$ cat config.mk
export PLATFORM = sky130hd
export DESIGN_NAME = piecewise_linear_edge_flattener
export DESIGN_NICKNAME = d
export VERILOG_FILES = /design/src/rtl/plef_pkg.sv /design/src/rtl/plef_dpath.sv /design/src/rtl/plef_ctrl.sv /design/src/rtl/piecewise_linear_edge_flattener.sv
export SDC_FILE = /design/constraint.sdc
export NUM_CORES = 2
export LEC_CHECK = 0
export ABC_AREA = 1
export BUFFER_PORTS_ARGS = -buffer_cell sky130_fd_sc_hd__buf_2
export CAP_MARGIN = 10
export CORE_UTILIZATION = 63
export DETAILED_ROUTE_END_ITERATION = 7
export PLACE_DENSITY = 0.8
export SETUP_SLACK_MARGIN = 0.15
export SYNTH_ARGS = -nofsm -noshare
export SYNTH_HDL_FRONTEND = slang
export SYNTH_SLANG_ARGS = --single-unit
export TNS_END_PERCENT = 30
$ cat constraint.sdc
create_clock -name clk -period 5 [get_ports clk]
set_input_delay 0.5 -clock clk [delete_from_list [all_inputs] [get_ports clk]]
set_output_delay 0.5 -clock clk [all_outputs]
set_load 0.005 [all_outputs]
$ cat src/rtl/plef_pkg.sv
// shared constants, command and status types for the edge flattener
// used by plef_ctrl, plef_dpath and piecewise_linear_edge_flattener; no dependencies
package plef_pkg;

  // table and number formats
  localparam int MAX_EDGES     = 64;
  localparam int IDX_W         = $clog2(MAX_EDGES);
  localparam int CNT_W         = IDX_W + 1;
  localparam int VAL_W         = 32;
  localparam int OUT_FRAC_BITS = 16;
  localparam int RES_W         = OUT_FRAC_BITS + 1;
  // (bin index + fraction) numerator width for the final division
  localparam int TOT_W         = IDX_W + OUT_FRAC_BITS;
  localparam int FRAC_STEPS    = OUT_FRAC_BITS + 1;
  localparam int STEP_W        = $clog2(TOT_W);

  // configuration port
  localparam int ADDR_W = 3;
  localparam int DATA_W = 32;
  localparam logic REG_EDGE_COUNT = 1'b0;
  localparam logic [CNT_W-1:0] EDGE_COUNT_RESET = CNT_W'(2);

  // item kinds
  localparam logic KIND_LOAD = 1'b0;
  localparam logic KIND_EVAL = 1'b1;

  // table read address source
  typedef enum logic [2:0] {
    RD_ZERO,
    RD_LAST,
    RD_PROBE,
    RD_LO,
    RD_HI
  } rd_sel_t;

  // result source
  typedef enum logic [1:0] {
    RES_ZERO,
    RES_ONE,
    RES_QUO
  } res_sel_t;

  // controller to datapath
  typedef struct packed {
    rd_sel_t  rd_sel;
    logic     srch_init;
    logic     srch_probe;
    logic     srch_upd;
    logic     clamp_idx;
    logic     cap_lo;
    logic     cap_diff;
    logic     div_init_frac;
    logic     clr_quo;
    logic     div_init_total;
    logic     div_step;
    logic     res_load;
    res_sel_t res_sel;
  } dp_cmd_t;

  // datapath to controller
  typedef struct packed {
    logic x_le_edge;
    logic x_ge_edge;
    logic count_zero;
    logic den_pos;
    logic out_free;
  } dp_stat_t;

endpackage

$ cat src/rtl/plef_dpath.sv
// datapath: edge memory, search registers, shared restoring divider, output register
// depends on plef_pkg; sequenced by plef_ctrl
module plef_dpath (
  input  logic                             clk,
  input  logic                             rst_n,
  input  plef_pkg::dp_cmd_t                cmd,
  output plef_pkg::dp_stat_t               stat,
  input  logic                             in_accept,
  input  logic                             in_kind,
  input  logic [plef_pkg::IDX_W-1:0]       in_edge_slot,
  input  logic signed [plef_pkg::VAL_W-1:0] in_value_in,
  input  logic [plef_pkg::CNT_W-1:0]       edge_count,
  output logic                             out_valid,
  input  logic                             out_stall,
  output logic [plef_pkg::RES_W-1:0]       out_mapped_fraction
);
  import plef_pkg::*;

  logic signed [VAL_W-1:0] edge_mem [MAX_EDGES];
  logic signed [VAL_W-1:0] rd_data_r;
  logic [IDX_W-1:0]        rd_addr;
  logic signed [VAL_W-1:0] x_r;
  logic signed [VAL_W-1:0] lo_r;
  logic signed [VAL_W:0]   den_r;
  logic signed [VAL_W:0]   num_r;
  logic [CNT_W-1:0]        first_r;
  logic [CNT_W-1:0]        count_r;
  logic [IDX_W-1:0]        probe_r;
  logic [IDX_W-1:0]        idx_r;
  logic [VAL_W-1:0]        rem_r;
  logic [VAL_W-1:0]        dsr_r;
  logic [TOT_W-1:0]        dvd_r;
  logic [TOT_W-1:0]        quo_r;
  logic                    div_head_r;
  logic                    out_valid_r;
  logic [RES_W-1:0]        out_data_r;

  logic [CNT_W-1:0]        n_eff;
  logic [CNT_W-1:0]        n_m1;
  logic [CNT_W-1:0]        half;
  logic [CNT_W-1:0]        probe_sum;
  logic [IDX_W-1:0]        probe_nxt;
  logic                    edge_lt_x;
  logic signed [VAL_W:0]   num_c;
  logic [VAL_W:0]          trial;
  logic [VAL_W:0]          diff;
  logic                    ge;

  // effective edge count, held in 2..MAX_EDGES
  always_comb begin
    if (edge_count < CNT_W'(2)) begin
      n_eff = CNT_W'(2);
    end else if (edge_count > CNT_W'(MAX_EDGES)) begin
      n_eff = CNT_W'(MAX_EDGES);
    end else begin
      n_eff = edge_count;
    end
  end
  assign n_m1 = n_eff - CNT_W'(1);

  // next probe of the lower-bound search
  assign half      = count_r >> 1;
  assign probe_sum = first_r + half;
  assign probe_nxt = probe_sum[IDX_W-1:0];

  // read address select
  always_comb begin
    unique case (cmd.rd_sel)
      RD_ZERO:  rd_addr = '0;
      RD_LAST:  rd_addr = n_m1[IDX_W-1:0];
      RD_PROBE: rd_addr = probe_nxt;
      RD_LO:    rd_addr = idx_r - IDX_W'(1);
      RD_HI:    rd_addr = idx_r;
      default:  rd_addr = '0;
    endcase
  end

  // edge memory: write on a load word, registered read every cycle
  always_ff @(posedge clk) begin
    if (in_accept && in_kind == KIND_LOAD) begin
      edge_mem[in_edge_slot] <= in_value_in;
    end
    rd_data_r <= edge_mem[rd_addr];
  end

  // argument capture
  always_ff @(posedge clk) begin
    if (in_accept && in_kind == KIND_EVAL) begin
      x_r <= in_value_in;
    end
  end

  assign edge_lt_x = rd_data_r < x_r;

  // search state and bin index clamp
  always_ff @(posedge clk) begin
    if (cmd.srch_init) begin
      first_r <= '0;
      count_r <= n_eff;
    end else if (cmd.srch_upd) begin
      if (edge_lt_x) begin
        first_r <= CNT_W'(probe_r) + CNT_W'(1);
        count_r <= count_r - half - CNT_W'(1);
      end else begin
        count_r <= half;
      end
    end
    if (cmd.srch_probe) begin
      probe_r <= probe_nxt;
    end
    if (cmd.clamp_idx) begin
      if (first_r == '0) begin
        idx_r <= IDX_W'(1);
      end else if (first_r > n_m1) begin
        idx_r <= n_m1[IDX_W-1:0];
      end else begin
        idx_r <= first_r[IDX_W-1:0];
      end
    end
  end

  // bin width and offset into the bin, both 33 bits signed
  always_ff @(posedge clk) begin
    if (cmd.cap_lo) begin
      lo_r <= rd_data_r;
    end
    if (cmd.cap_diff) begin
      den_r <= {rd_data_r[VAL_W-1], rd_data_r} - {lo_r[VAL_W-1], lo_r};
      num_r <= {x_r[VAL_W-1], x_r} - {lo_r[VAL_W-1], lo_r};
    end
  end

  // offset clamped into 0..den
  always_comb begin
    if (num_r[VAL_W]) begin
      num_c = '0;
    end else if (num_r > den_r) begin
      num_c = den_r;
    end else begin
      num_c = num_r;
    end
  end

  // one restoring division step; the first fraction step compares without a shift
  assign trial = div_head_r ? {1'b0, rem_r} : {rem_r, dvd_r[TOT_W-1]};
  assign ge    = trial >= {1'b0, dsr_r};
  assign diff  = trial - {1'b0, dsr_r};

  always_ff @(posedge clk) begin
    if (cmd.div_init_frac) begin
      rem_r      <= num_c[VAL_W-1:0];
      dsr_r      <= den_r[VAL_W-1:0];
      dvd_r      <= '0;
      quo_r      <= '0;
      div_head_r <= 1'b1;
    end else if (cmd.clr_quo) begin
      quo_r <= '0;
    end else if (cmd.div_init_total) begin
      rem_r      <= '0;
      dsr_r      <= VAL_W'(n_m1);
      dvd_r      <= {idx_r - IDX_W'(1), {OUT_FRAC_BITS{1'b0}}} + TOT_W'(quo_r[RES_W-1:0]);
      quo_r      <= '0;
      div_head_r <= 1'b0;
    end else if (cmd.div_step) begin
      rem_r      <= ge ? diff[VAL_W-1:0] : trial[VAL_W-1:0];
      quo_r      <= {quo_r[TOT_W-2:0], ge};
      dvd_r      <= {dvd_r[TOT_W-2:0], 1'b0};
      div_head_r <= 1'b0;
    end
  end

  // output register
  always_ff @(posedge clk) begin
    if (!rst_n) begin
      out_valid_r <= 1'b0;
    end else if (cmd.res_load) begin
      out_valid_r <= 1'b1;
    end else if (out_valid_r && !out_stall) begin
      out_valid_r <= 1'b0;
    end
  end

  always_ff @(posedge clk) begin
    if (cmd.res_load) begin
      case (cmd.res_sel)
        RES_ZERO: out_data_r <= '0;
        RES_ONE:  out_data_r <= RES_W'(1) << OUT_FRAC_BITS;
        default:  out_data_r <= quo_r[RES_W-1:0];
      endcase
    end
  end

  assign out_valid           = out_valid_r;
  assign out_mapped_fraction = out_data_r;

  // status back to the controller
  assign stat.x_le_edge  = x_r <= rd_data_r;
  assign stat.x_ge_edge  = x_r >= rd_data_r;
  assign stat.count_zero = count_r == '0;
  assign stat.den_pos    = !den_r[VAL_W] && (den_r != '0);
  assign stat.out_free   = !out_valid_r || !out_stall;

endmodule

$ cat src/rtl/plef_ctrl.sv
// controller: sequences search, bin fetch, fraction and scale divisions
// depends on plef_pkg; drives plef_dpath through dp_cmd_t
module plef_ctrl (
  input  logic               clk,
  input  logic               rst_n,
  input  logic               in_accept,
  input  logic               in_kind,
  input  plef_pkg::dp_stat_t stat,
  output plef_pkg::dp_cmd_t  cmd,
  output logic               busy
);
  import plef_pkg::*;

  typedef enum logic [3:0] {
    S_IDLE,
    S_LAST,
    S_CHKL,
    S_PROBE,
    S_CMP,
    S_LOAD_LO,
    S_LOAD_HI,
    S_DIFF,
    S_CLAMP,
    S_DIV_FRAC,
    S_TOT_INIT,
    S_DIV_TOT,
    S_FINISH
  } state_t;

  state_t            state_r, state_nxt;
  logic [STEP_W-1:0] step_r, step_nxt;
  res_sel_t          res_sel_r, res_sel_nxt;

  // next state and commands
  always_comb begin
    state_nxt   = state_r;
    step_nxt    = step_r;
    res_sel_nxt = res_sel_r;
    cmd         = '0;
    cmd.rd_sel  = RD_ZERO;
    cmd.res_sel = res_sel_r;
    unique case (state_r)
      S_IDLE: begin
        // edge 0 is read every idle cycle
        if (in_accept && in_kind == KIND_EVAL) begin
          state_nxt = S_LAST;
        end
      end
      S_LAST: begin
        cmd.rd_sel = RD_LAST;
        if (stat.x_le_edge) begin
          res_sel_nxt = RES_ZERO;
          state_nxt   = S_FINISH;
        end else begin
          state_nxt = S_CHKL;
        end
      end
      S_CHKL: begin
        if (stat.x_ge_edge) begin
          res_sel_nxt = RES_ONE;
          state_nxt   = S_FINISH;
        end else begin
          cmd.srch_init = 1'b1;
          state_nxt     = S_PROBE;
        end
      end
      S_PROBE: begin
        if (stat.count_zero) begin
          cmd.clamp_idx = 1'b1;
          state_nxt     = S_LOAD_LO;
        end else begin
          cmd.rd_sel     = RD_PROBE;
          cmd.srch_probe = 1'b1;
          state_nxt      = S_CMP;
        end
      end
      S_CMP: begin
        cmd.srch_upd = 1'b1;
        state_nxt    = S_PROBE;
      end
      S_LOAD_LO: begin
        cmd.rd_sel = RD_LO;
        state_nxt  = S_LOAD_HI;
      end
      S_LOAD_HI: begin
        cmd.rd_sel = RD_HI;
        cmd.cap_lo = 1'b1;
        state_nxt  = S_DIFF;
      end
      S_DIFF: begin
        cmd.cap_diff = 1'b1;
        state_nxt    = S_CLAMP;
      end
      S_CLAMP: begin
        // empty or reversed bin gives zero fraction
        if (stat.den_pos) begin
          cmd.div_init_frac = 1'b1;
          step_nxt          = STEP_W'(FRAC_STEPS - 1);
          state_nxt         = S_DIV_FRAC;
        end else begin
          cmd.clr_quo = 1'b1;
          state_nxt   = S_TOT_INIT;
        end
      end
      S_DIV_FRAC: begin
        cmd.div_step = 1'b1;
        if (step_r == '0) begin
          state_nxt = S_TOT_INIT;
        end else begin
          step_nxt = step_r - STEP_W'(1);
        end
      end
      S_TOT_INIT: begin
        cmd.div_init_total = 1'b1;
        step_nxt           = STEP_W'(TOT_W - 1);
        state_nxt          = S_DIV_TOT;
      end
      S_DIV_TOT: begin
        cmd.div_step = 1'b1;
        if (step_r == '0) begin
          res_sel_nxt = RES_QUO;
          state_nxt   = S_FINISH;
        end else begin
          step_nxt = step_r - STEP_W'(1);
        end
      end
      S_FINISH: begin
        if (stat.out_free) begin
          cmd.res_load = 1'b1;
          state_nxt    = S_IDLE;
        end
      end
      default: begin
        state_nxt = S_IDLE;
      end
    endcase
  end

  // state and registered outputs
  always_ff @(posedge clk) begin
    if (!rst_n) begin
      state_r   <= S_IDLE;
      step_r    <= '0;
      res_sel_r <= RES_ZERO;
    end else begin
      state_r   <= state_nxt;
      step_r    <= step_nxt;
      res_sel_r <= res_sel_nxt;
    end
  end

  assign busy = state_r != S_IDLE;

endmodule

$ cat src/rtl/piecewise_linear_edge_flattener.sv
// top level: configuration registers, controller and datapath of the edge flattener
// depends on plef_pkg, plef_ctrl and plef_dpath
//
//  port group   direction  handshake        word
//  in_*         in         valid / stall    kind, edge slot, Q16.16 value
//  out_*        out        valid / stall    Q1.16 mapped fraction
//  p*           in / out   apb, pready = 1  edge_count at byte address 0
//
// a load word produces nothing and leaves the input open; the next word is taken at once
// an evaluate word gives zero at or below the first edge and one at or above the last;
// otherwise a lower-bound search through the single read port of the edge memory finds
// the bin, and two serial restoring divisions give the fraction and then scale it; the
// fraction division is skipped for an empty or reversed bin
// a finished result waits in the output register while the next word is accepted; a
// stalled result holds the controller in its last state until the register frees
// reset is synchronous and clears control state and edge_count (to 2), not the edge memory
module piecewise_linear_edge_flattener (
  input  logic                                clk,
  input  logic                                rst_n,
  // input channel
  input  logic                                in_valid,
  output logic                                in_stall,
  input  logic                                in_kind,
  input  logic [plef_pkg::IDX_W-1:0]          in_edge_slot,
  input  logic signed [plef_pkg::VAL_W-1:0]   in_value_in,
  // result channel
  output logic                                out_valid,
  input  logic                                out_stall,
  output logic [plef_pkg::RES_W-1:0]          out_mapped_fraction,
  // configuration port
  input  logic                                psel,
  input  logic                                penable,
  input  logic                                pwrite,
  input  logic [plef_pkg::ADDR_W-1:0]         paddr,
  input  logic [plef_pkg::DATA_W-1:0]         pwdata,
  output logic [plef_pkg::DATA_W-1:0]         prdata,
  output logic                                pready
);
  import plef_pkg::*;

  logic             in_accept;
  logic             busy;
  logic [CNT_W-1:0] edge_count_r;
  dp_cmd_t          cmd;
  dp_stat_t         stat;

  // input closed while busy and while reset is held
  assign in_stall  = busy || !rst_n;
  assign in_accept = in_valid && !in_stall;

  // register file
  assign pready = 1'b1;

  always_ff @(posedge clk) begin
    if (!rst_n) begin
      edge_count_r <= EDGE_COUNT_RESET;
    end else if (psel && penable && pwrite && pready && paddr[2] == REG_EDGE_COUNT) begin
      edge_count_r <= pwdata[CNT_W-1:0];
    end
  end

  assign prdata = (paddr[2] == REG_EDGE_COUNT) ? DATA_W'(edge_count_r) : '0;

  // controller
  plef_ctrl u_ctrl (
    .clk       (clk),
    .rst_n     (rst_n),
    .in_accept (in_accept),
    .in_kind   (in_kind),
    .stat      (stat),
    .cmd       (cmd),
    .busy      (busy)
  );

  // datapath
  plef_dpath u_dpath (
    .clk                 (clk),
    .rst_n               (rst_n),
    .cmd                 (cmd),
    .stat                (stat),
    .in_accept           (in_accept),
    .in_kind             (in_kind),
    .in_edge_slot        (in_edge_slot),
    .in_value_in         (in_value_in),
    .edge_count          (edge_count_r),
    .out_valid           (out_valid),
    .out_stall           (out_stall),
    .out_mapped_fraction (out_mapped_fraction)
  );

  // an evaluate word closes the input until its result is registered
  a_eval_blocks: assert property (@(posedge clk) disable iff (!rst_n)
    (in_accept && in_kind == KIND_EVAL) |=> in_stall)
    else $error("input open right after an evaluate word");

  // a load word never produces a result
  a_load_silent: assert property (@(posedge clk) disable iff (!rst_n)
    (in_accept && in_kind == KIND_LOAD && !out_valid && !busy) |=> !out_valid)
    else $error("result appeared after a load word");

  // the result never exceeds one
  a_result_range: assert property (@(posedge clk) disable iff (!rst_n)
    out_valid |-> (out_mapped_fraction <= (RES_W'(1) << OUT_FRAC_BITS)))
    else $error("mapped fraction above one");

  // a new result is registered only when the previous one leaves
  a_no_overwrite: assert property (@(posedge clk) disable iff (!rst_n)
    cmd.res_load |-> (!out_valid || !out_stall))
    else $error("pending result overwritten");

endmodule
======== Word level (Yosys, flattened, before mapping) ========
Memories as Yosys holds them, arrays and structs flattened. A register that Yosys moved wholly into a read port is not among the register bits.
Index checks and enable logic that the tools add are counted.
W data, S select, Z words.
storage, ports and cells
  bits in registers ....................... 296
  latch bits .............................. 0
  bits in writable memories ............... 2,048
  memory bits (read-only) ................. 0
  output and inout port bits .............. 52
  word-level logic and storage cells ...... 168
  memories kept ........................... 1
memory list
  memory            depth  width  read ports  clocked after Yosys merged registers in  write ports  RTL line          RTL
  u_dpath.edge_mem  64     32     1           1                                        1            plef_dpath.sv:19  logic signed [VAL_W-1:0] edge_mem [MAX_EDGES];
operators by class
  add/sub/neg operators ................... 11
  multiply operators ...................... 0
  div/mod/pow operators ................... 0
  $lt $le $gt $ge ......................... 8
  eq/ne operators ......................... 26
  shift operators ......................... 0
  mux-type cells .......................... 62
  bitwise gates (word level) .............. 3
  reductions and logical operators ........ 38
operators with widths
  operator               count
  $mux W32               10
  $sub A32 B32 Y33       2
  $pmux W4 S13           1
  $mux W22               2
  $mux W7                6
  $pmux W17 S2           1
  $ge A33 B32 Y1         1
  $gt A33 B33 Y1         1
  $mux W33               1
  $reduce_bool A33 Y1    1
  $ge A32 B32 Y1         1
  $le A32 B32 Y1         1
  $lt A32 B32 Y1         1
  $sub A32 B32 Y32       1
  $mux W4                6
  $pmux W6 S4            1
  $add A22 B17 Y22       1
  $mux W1                22
  $eq A4 B4 Y1 const B   5
  $eq A4 B3 Y1 const B   4
  $pmux W5 S3            1
  $logic_not A7 Y1       2
  $sub A7 B1 Y7 const B  2
  $mux W2                6
  other kinds (35)       68

======== Longest topological paths before layout ========
  word-level depth ........................ 7
  depth in mapped cells ................... 20

======== By module ========
A second synthesis with hierarchy kept.
second synthesis, totals
  cells, all modules ...................... 10,616
  area, all modules ....................... 111,459.4 um2
modules (own cells, without submodules)
  module                           times used  cells an instance  area each (um2)
  plef_dpath                       1           10,382             110,019.3
  plef_ctrl                        1           139                818.3
  piecewise_linear_edge_flattener  1           95                 621.8

======== Least setup slack after synthesis ========
OpenSTA, ideal clock, no wires.
  kind .................................... register to register
  start ................................... register u_ctrl.state_r[0]
  end ..................................... register u_ctrl.state_r[1]
  arrival ................................. 3,823 ps
  setup slack ............................. 1,107 ps
  cell stages (with the launch flop) ...... 10
  period minus slack after synthesis ...... 3,893 ps
  path through ............................ dfxtp_1 nor2_1 inv_1 nor2_1 nand2_1 nor3b_1 nor3_1 nor2_1 o21ai_0 a21oi_1
between the ends
  longest elaborated chain between the ends .. 7
RTL lines
  element                      RTL line                               RTL
  start, declared              plef_ctrl.sv:30                        state_t state_r, state_nxt;
  start signal, assigned       plef_ctrl.sv:146                       state_r <= state_nxt;
  $reduce_bool A4 Y1           plef_ctrl.sv:152                       assign busy = state_r != S_IDLE;
  $logic_or A1 B1 Y1           piecewise_linear_edge_flattener.sv:48  assign in_stall = busy || !rst_n;
  net in_stall                 piecewise_linear_edge_flattener.sv:22  output logic in_stall,
  $logic_not A1 Y1             piecewise_linear_edge_flattener.sv:49  assign in_accept = in_valid && !in_stall;
  $logic_and A1 B1 Y1          piecewise_linear_edge_flattener.sv:49
  $logic_and A1 B1 Y1          plef_ctrl.sv:45                        if (in_accept && in_kind == KIND_EVAL) begin
  $ne A2 B1 Y1 (no line)       -
  $reduce_and A4 Y1 (no line)  -
The timed path passes the listed nets, and every way through them passes these cells.
A chain may end at the register's enable or synchronous reset.

======== Worst setup path after layout ========
  start ................................... register u_dpath.count_r[2]
  end ..................................... register u_dpath.rd_data_r[18] (read register of u_dpath.edge_mem)
between the ends
  longest elaborated chain between the ends .. 5
RTL lines
  element                                     RTL line           RTL
  start, declared                             plef_dpath.sv:27   logic [CNT_W-1:0] count_r;
  start signal, assigned                      plef_dpath.sv:99   count_r <= n_eff;
  start signal, assigned                      plef_dpath.sv:103  count_r <= count_r - half - CNT_W'(1);
  start signal, assigned                      plef_dpath.sv:105  count_r <= half;
  $logic_not A7 Y1                            plef_dpath.sv:199  assign stat.count_zero = count_r == '0;
  $mux W2                                     plef_ctrl.sv:68    if (stat.count_zero) begin
  $pmux W3 S4                                 plef_ctrl.sv:42    unique case (state_r)
  $eq A3 B3 Y1, or another cell as far along  plef_dpath.sv:68   unique case (cmd.rd_sel)
  $pmux W6 S4 *                               plef_dpath.sv:68
  end, declared                               plef_dpath.sv:20   logic signed [VAL_W-1:0] rd_data_r;
Every way passes the cells marked *; elsewhere a longest branch is shown, timed or not.

==> results by group <==
Synthesis
  – Synthesized area: 107000 µm²
  – Commonest register cell after synthesis: edfxtp_1
  – Sequential share of the synthesized area: 0.6575
  – Distinct cell type count after synthesis: 54
  – Synth Warn #: 0
  – Post-synth EDFFs: between 2000 and 2500
  – Post-Synthesis Cells: 9842
  – Post-Syn Area per Cell: around 11 µm²
  – Synth Register Bits: approximately 2400
  – Async SR Flop Fraction: 0

Final layout
  – Post-route core utilization: 0.7033
  – Cell area after layout: ~120000 µm²
  – Fin nets: a little over 10000
  – Share of layout cells above drive strength 1: 0.07353
  – Non-filler cells, final: 12287
  – Area Overhead vs Synth: 10.38%

Timing
  – Final Skew: 0.06300 ns
  – Setup_tns: 0 ns
  – Setup Viol. Count Final: 0
  – Final hold vios: 0
  – Final slew viol count: 0
  – Post-layout minimum cycle time: 4.232 ns
  – RSZ-0062 raised after global routing: no
  – Slew @ Worst Pin: 1.121 ns
  – Hold slack final: around 0.038 ns
  – Fmax: 236.3 MHz
  – Rel. slew slack: 0.2466
  – Tcrit/Tclk final: 0.8464
  – Final worst setup slack: 0.7678 ns

Pwr
  – Clock Power Share: 0.384
  – PnR Total Power: 43.91 mW
  – Pint: 32.96 mW
  – Reg power frac: 0.509
  – Leakage power: roughly 47 nW
  – Psw: 10.95 mW
  – Max IR drop VDD: 0.3471 mV
  – Switch share: 0.2494
  – Pwr per Cell Area: between 300 and 400 nW/µm²
  – Comb power frac: 0.108

Run status
  – Failing checks: DRC
  – Run status: finished with violations

Place
  – Placement Cell Area: 110700 µm²
  – DP Wirelength: 168300 µm
  – GPL Wtd Cong: 0.9436
  – Post-Place Worst Slack: 0.8576 ns
  – Number of port buffers: 79
  – Placed insts: 11847

Worst setup path
  – Startpoint types: flip-flop
  – CP dominant cell by count: nand3_1
  – Critical path buffers and inverters: 4
  – Largest stage delay, worst path: ~0.5 ns
  – Worst EP arrival: 4.95 ns
  – Slowest cell on crit path: buf_12
  – CP top delay family: simple AND/OR/NAND/NOR gates
  – Crit Path Max Fanout: 217
  – CP required: between 5 and 6 ns
  – Worst Setup Path Type: reg -> reg
  – Critical path endpoint category: flip-flop
  – Cell breakdown of the critical path: inv_1, ha_1, nand4_1, nand2_1, inv_2, nand2_4, nand3_4, buf_12, buf_12, nand2_1, o211ai_1, nand3_1, nand3_1, nand3_1, nand3_1, nand2_1

Job
  – Maxcap violations: 0

Route
  – DR DRC count: 1
  – Drt wl/cell: roughly 24 µm
  – DRT iter0 DRCs: ~11000
  – Via density: 6.141
  – Number of detailed-route iterations in the first pass: 8
  – Vias after detailed routing: approximately 75000
  – Post-route ant nets: 0
  – Routed wire length: between 200000 and 300000 µm

Floorplan
  – Ports: approximately 130
  – Starting Density: 0.6371
  – Die Y: ~410 µm
  – Die Wd: 414.2 µm
  – Die area: between 150000 and 200000 µm²
  – Core Box Area: 168000 µm²
  – Row count: 150

Min path
  – Hold Path Class: in -> reg

CTS
  – Clock tree buffer depth: 3
  – Clock transition at the registers of the reported paths: 0.07 ns
  – Post-cts resize count: 0
  – H-tree Lvls: 4
  – Clk Latency, worst-skew pair: 0.89 ns
  – CTS tree: built
  – TritonCTS Buffers: between 200 and 250
  – Clock Sinks: ~2400
  – Clock Tree Root: clkbuf_16

Global route
  – Grt ovf: 0
  – Tot GR Track Use: 0.3365
  – Antenna violations before repair: 15
  – Largest net degree at the start of global routing: 218
  – Number of global-route vias before repair: 72821
  – First-pass GRT wire length: 433300 µm
synthesized netlist by cell type (20+ instances only):
master,n,share of area
xnor2_1,41,0.0034
nand4_1,91,0.0053
clkbuf_1,128,0.0045
nand3_1,1487,0.070
a21oi_1,236,0.011
or2_2,32,0.0019
buf_1,42,0.0015
a21o_1,22,0.0015
buf_2,325,0.015
ha_1,189,0.022
buf_4,35,0.0025
o21ai_0,151,0.0071
xor2_1,65,0.0053
edfxtp_1,2278,0.64
nor3_1,23,0.0011
inv_1,1763,0.062
dfxtp_1,98,0.018
nand2_1,1759,0.062
o211ai_1,717,0.050
nor2_1,238,0.0083
nor4_1,20,0.0012
state kept, by name (all words and copies together), names as in the netlist:
name	cells
edge_count_r	7
u_ctrl.res_sel_r	2
u_ctrl.state_r	4
u_ctrl.step_r	5
u_dpath.count_r	7
u_dpath.den_r	33
u_dpath.div_head_r	1
u_dpath.dsr_r	32
u_dpath.dvd_r	22
u_dpath.edge_mem	2048
u_dpath.first_r	7
u_dpath.idx_r	6
u_dpath.lo_r	32
u_dpath.num_r	33
u_dpath.out_mapped_fraction	17
u_dpath.out_valid	1
u_dpath.probe_r	6
u_dpath.quo_r	17
u_dpath.rd_data_r	32
u_dpath.rem_r	32
u_dpath.x_r	32
final timing paths:
check / cells after the start / start / slack (ns) / end
max reg2reg: 16 / u_dpath.count_r[2] / 0.77 / u_dpath.rd_data_r[18]
min reg2reg: 2 / u_dpath.dvd_r[10] / 0.46 / u_dpath.dvd_r[10]
min: 3 / out_stall / 0.04 / u_dpath.out_valid
max: 16 / u_dpath.count_r[2] / 0.77 / u_dpath.rd_data_r[18]
worst min-delay path, cell delays in order:
cell     delay (ns)
buf_2          0.10
nand2_1        0.12
a21oi_1        0.12
cells by family (layout without fill, tap and decap cells):
family	count (synthesis)	count (layout)	synth area share
simple gates	3671	3671	0.1506
flops	2376	2376	0.6575
buf+inv	2304	2515	0.08591
compound gates	1188	1188	0.07408
fa+ha+maj	194	194	0.02303
xor+xnor	106	106	0.008675
other cells	2	32	0.00007018
mux	1	1	0.00009354
per-layer routing:
metal	wire length [µm]	global-route usage	share of wire	vias up
li1	-	-	-	33903
met1	103800	0.4326	0.36	35754
met2	135400	0.5349	0.46	4916
met3	33410	0.06058	0.11	876
met4	19250	0.2092	0.066	4
met5	21	0	0.000072	-
cell usage in the layout (no fill, tap or decap), types with 56 or more instances in the layout:
cell	count
xor2_1	65
o21ai_0	151
buf_4	174
dfxtp_1	98
a21oi_1	235
inv_1	1760
clkinv_1	56
clkbuf_1	59
ha_1	189
nor2_1	170
nand4_1	91
buf_2	80
o211ai_1	717
edfxtp_1	2278
nor2_4	67
nand3_1	1487
nand2_1	1758
clkbuf_16	226
power groups by stage:
stage	Combinational [mW]	Clock, mW	Sequential (mW)
floorplan	3.08	0	22.6
global placement	4.46	0	22.7
detailed placement	4.58	0	22.8
CTS	4.64	16.9	22.3
global route	5.18	17.6	22.3
finish	4.73	16.8	22.3
what timing repair did:
action	CTS	global route
buffers inserted	0	0
endpoints found under the hold margin	11	0
hold buffers	13	0
layout make-up:
cell class | count | area [µm²]
multi-input cells | 5186 | 28090
clock buffers | 293 | 5987
well taps | 2204 | 2758
repair buffers | 323 | 2953
fillers | 11017 | 49850
clock inverters | 126 | 1284
inverters | 1773 | 6675
flip-flops and latches | 2376 | 70370
diodes | 6 | 15.01
(Power assumes the default switching activity.)
